==> src/design/mtgl_pkg.sv <==
// ----------------------------------------------------------------------------
// mtgl_pkg
// Shared types and constants for the multibyte text glyph locator.
// ----------------------------------------------------------------------------
package mtgl_pkg;

    // Language modes
    localparam logic [1:0] MODE_ASCII = 2'd0;
    localparam logic [1:0] MODE_SJIS  = 2'd1;
    localparam logic [1:0] MODE_EUC   = 2'd2;
    localparam logic [1:0] MODE_GB    = 2'd3;

    // Font table codes
    localparam logic [1:0] TABLE_ASCII = 2'd0;
    localparam logic [1:0] TABLE_JP    = 2'd1;
    localparam logic [1:0] TABLE_CN    = 2'd2;

    // Glyph kind codes
    localparam logic [1:0] KIND_HALF  = 2'd0;
    localparam logic [1:0] KIND_SPLIT = 2'd1;
    localparam logic [1:0] KIND_CN    = 2'd2;

    // Byte ranges
    localparam logic [7:0] SJIS_LEAD1_LO = 8'h81;
    localparam logic [7:0] SJIS_LEAD1_HI = 8'h9f;
    localparam logic [7:0] SJIS_LEAD2_LO = 8'he0;
    localparam logic [7:0] SJIS_LEAD2_HI = 8'hfc;
    localparam logic [7:0] SJIS_TRL1_LO  = 8'h40;
    localparam logic [7:0] SJIS_TRL1_HI  = 8'h7e;
    localparam logic [7:0] SJIS_TRL2_LO  = 8'h80;
    localparam logic [7:0] SJIS_TRL2_HI  = 8'h9e;
    localparam logic [7:0] SJIS_TRL3_LO  = 8'h9f;
    localparam logic [7:0] EUC_LEAD_LO   = 8'h81;
    localparam logic [7:0] GB_LEAD_LO    = 8'ha1;
    localparam logic [7:0] DBL_LEAD_HI   = 8'hfe;
    localparam logic [7:0] ROW_BASE      = 8'ha1;
    localparam logic [7:0] NO_LEAD       = 8'h00;

    localparam int SJIS_SECOND_HALF_ROW = 62;
    localparam int SJIS_TRL2_CELL       = 63;
    localparam int ROW_CELLS            = 94;
    localparam int FULL_BASE            = 4096;
    localparam int FULL_SHIFT           = 5;   // 32 bytes per full glyph
    localparam int PEN_STEP             = 8;
    localparam logic [12:0] PEN_MAX     = 13'h1fff;

    // Decoded word handed from the decode stage to the offset stage
    typedef struct packed {
        logic              emit;
        logic              full;
        logic signed [9:0] row;
        logic signed [9:0] cell_idx;
        logic [7:0]        code;
        logic [1:0]        table_sel;
        logic [1:0]        kind;
        logic signed [13:0] column;
    } dec_t;

endpackage

==> src/design/mtgl_decode.sv <==
// ----------------------------------------------------------------------------
// mtgl_decode
// Classifies one byte against the pending lead byte and the language mode,
// and forms row/cell indices, table, kind and drawing column.
// ----------------------------------------------------------------------------
module mtgl_decode (
    input  logic [1:0]      mode,
    input  logic [7:0]      lead,
    input  logic [7:0]      code,
    input  logic [12:0]     pen,
    output mtgl_pkg::dec_t  dec,
    output logic [7:0]      lead_next
);

    logic signed [9:0]  bs;
    logic signed [9:0]  ls;
    logic signed [13:0] pen_s;
    logic               sjis_lead;
    logic               dbl_lead;
    logic [7:0]         dbl_lo;

    assign bs    = $signed({2'b00, code});
    assign ls    = $signed({2'b00, lead});
    assign pen_s = $signed({1'b0, pen});

    assign sjis_lead = (code >= mtgl_pkg::SJIS_LEAD1_LO && code <= mtgl_pkg::SJIS_LEAD1_HI)
                    || (code >= mtgl_pkg::SJIS_LEAD2_LO && code <= mtgl_pkg::SJIS_LEAD2_HI);
    assign dbl_lo    = (mode == mtgl_pkg::MODE_EUC) ? mtgl_pkg::EUC_LEAD_LO
                                                    : mtgl_pkg::GB_LEAD_LO;
    assign dbl_lead  = (code >= dbl_lo) && (code <= mtgl_pkg::DBL_LEAD_HI);

    // Decode per language mode
    always_comb
    begin
        dec.emit      = 1'b1;
        dec.full      = 1'b0;
        dec.row       = '0;
        dec.cell_idx  = '0;
        dec.code      = code;
        dec.table_sel = mtgl_pkg::TABLE_ASCII;
        dec.kind      = mtgl_pkg::KIND_HALF;
        dec.column    = pen_s;
        lead_next     = lead;
        case (mode)
            mtgl_pkg::MODE_ASCII:
            begin
                dec.table_sel = mtgl_pkg::TABLE_ASCII;
            end
            mtgl_pkg::MODE_SJIS:
            begin
                dec.table_sel = mtgl_pkg::TABLE_JP;
                if (lead == mtgl_pkg::NO_LEAD)
                begin
                    if (sjis_lead)
                    begin
                        dec.emit  = 1'b0;
                        lead_next = code;
                    end
                end
                else
                begin
                    // row from lead: two rows per lead byte
                    if (lead >= mtgl_pkg::SJIS_LEAD1_LO && lead <= mtgl_pkg::SJIS_LEAD1_HI)
                        dec.row = (ls - 10'sd129) <<< 1;
                    else
                        dec.row = ((ls - 10'sd224) <<< 1)
                                + 10'(mtgl_pkg::SJIS_SECOND_HALF_ROW);
                    // cell from trail byte, odd/even row pick
                    if (code >= mtgl_pkg::SJIS_TRL1_LO && code <= mtgl_pkg::SJIS_TRL1_HI)
                        dec.cell_idx = bs - 10'sd64;
                    else if (code >= mtgl_pkg::SJIS_TRL2_LO && code <= mtgl_pkg::SJIS_TRL2_HI)
                        dec.cell_idx = bs - 10'sd128 + 10'(mtgl_pkg::SJIS_TRL2_CELL);
                    else
                    begin
                        dec.cell_idx = bs - 10'sd159;
                        dec.row  = ((lead >= mtgl_pkg::SJIS_LEAD1_LO
                                     && lead <= mtgl_pkg::SJIS_LEAD1_HI)
                                    ? ((ls - 10'sd129) <<< 1)
                                    : (((ls - 10'sd224) <<< 1)
                                       + 10'(mtgl_pkg::SJIS_SECOND_HALF_ROW)))
                                 + 10'sd1;
                    end
                    dec.full   = 1'b1;
                    dec.kind   = mtgl_pkg::KIND_SPLIT;
                    dec.column = pen_s - 14'sd8;
                    lead_next  = mtgl_pkg::NO_LEAD;
                end
            end
            mtgl_pkg::MODE_EUC, mtgl_pkg::MODE_GB:
            begin
                dec.table_sel = (mode == mtgl_pkg::MODE_EUC) ? mtgl_pkg::TABLE_JP
                                                             : mtgl_pkg::TABLE_CN;
                if (lead == mtgl_pkg::NO_LEAD)
                begin
                    if (dbl_lead)
                    begin
                        dec.emit  = 1'b0;
                        lead_next = code;
                    end
                end
                else
                begin
                    dec.row      = ls - $signed({2'b00, mtgl_pkg::ROW_BASE});
                    dec.cell_idx = bs - $signed({2'b00, mtgl_pkg::ROW_BASE});
                    dec.full     = 1'b1;
                    dec.kind     = (mode == mtgl_pkg::MODE_EUC) ? mtgl_pkg::KIND_SPLIT
                                                                : mtgl_pkg::KIND_CN;
                    dec.column   = pen_s - 14'sd8;
                    lead_next    = mtgl_pkg::NO_LEAD;
                end
            end
            default:
            begin
                dec.emit = 1'b0;
            end
        endcase
    end

endmodule

==> src/design/mtgl_offset.sv <==
// ----------------------------------------------------------------------------
// mtgl_offset
// Forms the byte offset of a glyph bitmap: code*16 for half-width glyphs,
// 4096 + (row*94 + cell_idx)*32 for full-width glyphs, wrapped to 20 bits.
// ----------------------------------------------------------------------------
module mtgl_offset (
    input  logic               full,
    input  logic signed [9:0]  row,
    input  logic signed [9:0]  cell_idx,
    input  logic [7:0]         code,
    output logic signed [19:0] offset
);

    logic signed [21:0] row_x;
    logic signed [21:0] index;
    logic signed [21:0] full_off;

    // constant multiply by the row width
    assign row_x    = 22'(row) * 22'(mtgl_pkg::ROW_CELLS);
    assign index    = row_x + 22'(cell_idx);
    assign full_off = (index <<< mtgl_pkg::FULL_SHIFT) + 22'(mtgl_pkg::FULL_BASE);

    assign offset = full ? full_off[19:0] : $signed({8'h00, code, 4'h0});

endmodule

==> src/design/multibyte_text_glyph_locator.sv <==
// ----------------------------------------------------------------------------
// multibyte_text_glyph_locator
// Decodes a byte stream under the configured language mode into glyph
// bitmap locations and drawing columns.
// ----------------------------------------------------------------------------
// Each accepted byte's result word is registered in s1_reg, then in the output register.
// Throughput: one byte per cycle while the output is not stalled; a lead byte yields no word.
// Lead byte and pen x update at the accept edge, so bytes may follow
// back to back; two pipeline registers decouple input and output stalls.
// Reset clears language mode, pending lead, pen x and all valid flags.
// ----------------------------------------------------------------------------
module multibyte_text_glyph_locator (
    input  logic               clk,
    input  logic               rst_n,
    input  logic               cfg_wr_en,
    input  logic [1:0]         cfg_wr_data,
    input  logic               in_valid,
    output logic               in_ready,
    input  logic [7:0]         char_byte,
    input  logic               first_of_string,
    input  logic [11:0]        start_x,
    output logic               out_valid,
    input  logic               out_ready,
    output logic signed [19:0] glyph_offset,
    output logic [1:0]         font_table,
    output logic [1:0]         glyph_kind,
    output logic signed [13:0] column_x
);

    logic [1:0]         mode_reg;
    logic [7:0]         lead_reg;
    logic [7:0]         lead_next;
    logic [12:0]        pen_reg;
    logic [12:0]        pen_next;
    logic [12:0]        pen_cur;
    logic [13:0]        pen_sum;
    logic               accept;
    logic               s1_adv;
    logic               s1_valid_reg;
    mtgl_pkg::dec_t     dec;
    mtgl_pkg::dec_t     s1_reg;
    logic signed [19:0] offset;
    logic               out_valid_reg;
    logic signed [19:0] offset_reg;
    logic [1:0]         table_reg;
    logic [1:0]         kind_reg;
    logic signed [13:0] column_reg;

    // handshake
    assign s1_adv   = !out_valid_reg || out_ready;
    assign in_ready = !s1_valid_reg || s1_adv;
    assign accept   = in_valid && in_ready;

    // pen position with saturation
    assign pen_cur  = first_of_string ? {1'b0, start_x} : pen_reg;
    assign pen_sum  = {1'b0, pen_cur} + 14'(mtgl_pkg::PEN_STEP);
    assign pen_next = (pen_sum > {1'b0, mtgl_pkg::PEN_MAX}) ? mtgl_pkg::PEN_MAX
                                                           : pen_sum[12:0];

    mtgl_decode u_decode (
        .mode      (mode_reg),
        .lead      (lead_reg),
        .code      (char_byte),
        .pen       (pen_cur),
        .dec       (dec),
        .lead_next (lead_next)
    );

    mtgl_offset u_offset (
        .full     (s1_reg.full),
        .row      (s1_reg.row),
        .cell_idx (s1_reg.cell_idx),
        .code     (s1_reg.code),
        .offset   (offset)
    );

    // control state
    always_ff @(posedge clk or negedge rst_n)
    begin
        if (!rst_n)
        begin
            mode_reg      <= mtgl_pkg::MODE_ASCII;
            lead_reg      <= mtgl_pkg::NO_LEAD;
            pen_reg       <= '0;
            s1_valid_reg  <= 1'b0;
            out_valid_reg <= 1'b0;
        end
        else
        begin
            if (cfg_wr_en)
                mode_reg <= cfg_wr_data;
            if (accept)
            begin
                lead_reg <= lead_next;
                pen_reg  <= pen_next;
            end
            if (in_ready)
                s1_valid_reg <= accept && dec.emit;
            if (s1_adv)
                out_valid_reg <= s1_valid_reg;
        end
    end

    // payload registers
    always_ff @(posedge clk)
    begin
        if (in_ready)
            s1_reg <= dec;
        if (s1_adv)
        begin
            offset_reg <= offset;
            table_reg  <= s1_reg.table_sel;
            kind_reg   <= s1_reg.kind;
            column_reg <= s1_reg.column;
        end
    end

    assign out_valid    = out_valid_reg;
    assign glyph_offset = offset_reg;
    assign font_table   = table_reg;
    assign glyph_kind   = kind_reg;
    assign column_x     = column_reg;

endmodule

==> config.mk <==
export PLATFORM = sky130hd
export DESIGN_NAME = multibyte_text_glyph_locator
export DESIGN_NICKNAME = d
export VERILOG_FILES = /design/src/design/mtgl_pkg.sv /design/src/design/mtgl_decode.sv /design/src/design/mtgl_offset.sv /design/src/design/multibyte_text_glyph_locator.sv
export SDC_FILE = /design/constraint.sdc
export NUM_CORES = 1
export LEC_CHECK = 0
export BUFFER_PORTS_ARGS = -buffer_cell sky130_fd_sc_hd__buf_2
export CORE_UTILIZATION = 45
export DETAILED_ROUTE_END_ITERATION = 12
export GPL_TIMING_DRIVEN = 0
export PLACE_DENSITY = 0.76
export SETUP_SLACK_MARGIN = 0.1
export SYNTH_ARGS = -nofsm -noshare
export SYNTH_HDL_FRONTEND = slang
export SYNTH_HIERARCHICAL = 1
export SYNTH_SLANG_ARGS = --single-unit
==> constraint.sdc <==
create_clock -name clk -period 5.1 [get_ports clk]
set_input_delay 0.255 -clock clk [delete_from_list [all_inputs] [get_ports clk]]
set_output_delay 0.255 -clock clk [all_outputs]
set_load 0.05 [all_outputs]
==> results by group <==
Outcome
  • Status: finished with violations
  • Failing checks: negative setup slack

Global route
  • Total congestion overflow: 0
  • Initial antenna violation count: 0
  • GRT Overall Usage: 21.01%
  • Largest net degree at the start of global routing: 34
  • Vias in the first global route: 6149
  • First-pass GRT wire length: 30340 um

Synth
  • Yosys reg bits: 110
  • Synth Area in Compound Gates: 14.12%
  • Synthesized area per cell: 10.29 um^2
  • Top-area cell type share of the netlist area: 31.35%
  • Post-synthesis cell count: 791
  • Largest area contributor in the netlist: edfxtp_1
  • Post-synth cell types: 83
  • Main combinational cell family by area after synthesis: adder cells
  • Synth Cell Area: 8142 um^2
  • XOR/XNOR Fraction of Synth Area: 5.210%
  • Top cells by area, synth: edfxtp_1 (31%), ha_1 (9.5%), dfrtp_1 (7.7%)
  • Post-synth EDFFs: 85
  • Synth warnings: 6
  • Proportion of synthesized area in mux cells: 3.504%
  • Simple-gate portion of the synthesized area: 15.38%
  • Register area share after synthesis: 39.03%
  • Synth Area in Adders: 15.92%
  • Ys flop type: edfxtp_1
  • Async S/R FF share, synth: 22.73%

Cells and area
  • Most frequent cells in the layout: edfxtp_1 (85), buf_2 (73), inv_1 (70)
  • Final std cells w/o fill: 1133
  • Layout Nets: 1019
  • Ant diodes: 0
  • P&R area growth vs syn: 18.33%
  • Filler cell count in the final layout: 1436
  • Share of layout cells above drive strength 1: 26.54%
  • Number of flip-flops under the largest register name: 47
  • Commonest non-fill, non-tap cell in the layout: edfxtp_1
  • Final Cell Area: 9634 um^2

Floorplanning
  • Initial Utilization: 46.59%
  • Die X: 136.5 um
  • Core Area: 17480 um^2
  • Die Ht: 136.5 um
  • IO Pins: 68
  • Die Area: 18630 um^2
  • Std cell rows: 48

Setup path
  • Cell Chain, Critical Path: inv_2, fa_1, inv_1, ha_1, inv_2, fa_1, fa_1, inv_2, ha_4, a21boi_4, o21ai_2, a21boi_2, o21ai_2, and2_4, xnor2_2, ha_4, and3_4, a311oi_2, o21bai_1, xnor2_1, and4b_1, xnor3_1, nor2b_1
  • Slowest cell on crit path: fa_1
  • Worst-path fanout max: 4
  • Critical path data arrival time: 5.40 ns
  • Crit start category: flop
  • Cell family with most CP delay: adder cells
  • Depth of the most critical reg-to-reg path: 23
  • Setup crit end kind: flop
  • Worst path max stage delay: 0.55 ns
  • Crit path depth: 23
  • CP required: 5.21 ns
  • Critical path class: flop to flop
  • CP Buf/Inv Count: 4

Timing
  • Fin crit share: 103.6%
  • Skew final: 0.009943 ns
  • Final Max Tran Viols: 0
  • Final WS setup: -0.1836 ns
  • Slew @ Worst Pin: 1.036 ns
  • Final Critical Period: 5.284 ns
  • RSZ-0062 raised after global routing: true
  • F_max: 0.1893 GHz
  • Slew headroom: 30.40%
  • Setup-failing EPs final: 2
  • Final hold vios: 0

Clock tree
  • Clock-pin slew on the worst setup and hold paths: 0.07 ns
  • Clock sinks: 110
  • Total CTS buffers: 9
  • Clk buf depth: 2
  • Clk root buf: clkbuf_16
  • H-Tree Depth: 3
  • Worst skew pair latency: 0.36 ns
  • TritonCTS clock tree: built

Drt
  • Routed WL: 19000 um
  • DRT Pass-1 Iters: 7
  • Vias/cell: 5.554
  • Routed Antenna Nets: 0
  • Vias: 6293
  • Drt initial violations: 439
  • WL per Instance: 16.77 um
  • Drt drc: 0

Placed design
  • Port-buffer cells: 65
  • Cells after DPL: 1088
  • Dpl cell area: 8877 um^2
  • Dpl hpwl: 13830 um
  • Gpl congestion: 0.9120

Worst hold path
  • Hold WC Path Type: primary input to flop
  • Worst hold stages: 1

Job
  • Max cap viols: 0
synth_stat cells (9+ instances only):
cell       n
and3_1     9
nor2_1    55
nor3_1    16
edfxtp_1  85
inv_1     79
nor2b_1    9
buf_4     18
ha_1      62
a21oi_1   37
nand3_1   16
fa_1      26
a21o_1     9
nand3b_1   9
dfrtp_1   25
a211oi_1  12
clkbuf_1  11
mux2_2    20
xnor2_1   37
nand2_1   69
o21ai_0   28
what timing repair did:
action                                  CTS  global route
buffers inserted                         20             9
endpoints found under the hold margin    25             0
endpoints found under the setup margin    3             4
gates resized for setup                  18            31
hold buffers                              1             0
cloned                                    0             0
pin swaps                                21            16
per-stage QoR:
stage          setup TNS, ns  setup slack (ns)  hold slack [ns]  utilization [%]
3_5_place_dp         -0.7953           -0.4912           0.2914            50.79
3_3_place_gp         -0.4061           -0.3271           0.2833            50.30
4_1_cts             -0.08120          -0.08120          0.06004            53.97
6_report             -0.1858           -0.1836          0.07226            55.13
2_1_floorplan              0           0.05914         -0.04059                -
5_1_grt              -0.8629           -0.3833          0.05542            55.13
layout make-up:
type                            instances  area (um^2)  share of cell area, %
Clock inverter                          7        65.06                 0.6753
Tap cell                              225        281.5                  2.922
Sequential cell                       110         3178                  32.99
Inverter                               79        296.5                  3.078
Clock buffer                            9        225.2                  2.338
Timing Repair Buffer                   98        630.6                  6.545
Buffer                                 41        255.2                  2.649
Multi-Input combinational cell        564         4702                  48.81
cell families after synthesis:
family	after synthesis
AOI/OAI and AO/OA	166
adders and majority gates	88
and+or+nand+nor	235
DFF	110
muxes	25
buffers and inverters	120
other	1
xor gates and xnor gates	46
worst paths after layout:
kind | slack [ns] | startpoint | endpoint
max reg2reg | -0.18 | s1_reg[40] | glyph_offset[19]
max | -0.18 | s1_reg[40] | glyph_offset[19]
min reg2reg | 0.42 | s1_reg[11] | column_x[11]
min in group asynchronous | 0.42 | rst_n | pen_reg[2]
max in group asynchronous | 4.29 | rst_n | lead_reg[0]
min | 0.07 | char_byte[3] | s1_reg[21]
per-layer routing:
| layer | wire (um) | global-route usage, % | part of all wire [%] | up-vias |
|---|---|---|---|---|
| li1 | - | - | - | 3028 |
| met1 | 8319 | 27.21 | 44 | 3078 |
| met2 | 9575 | 35.48 | 50 | 158 |
| met3 | 742 | 3.852 | 3.9 | 29 |
| met4 | 357 | 6.481 | 1.9 | 0 |
| met5 | 0 | 0 | 0 | - |
Power is left out: the tool's default activity adds up to more than one toggle a clock period on the data nets, which glitch-free logic cannot reach.
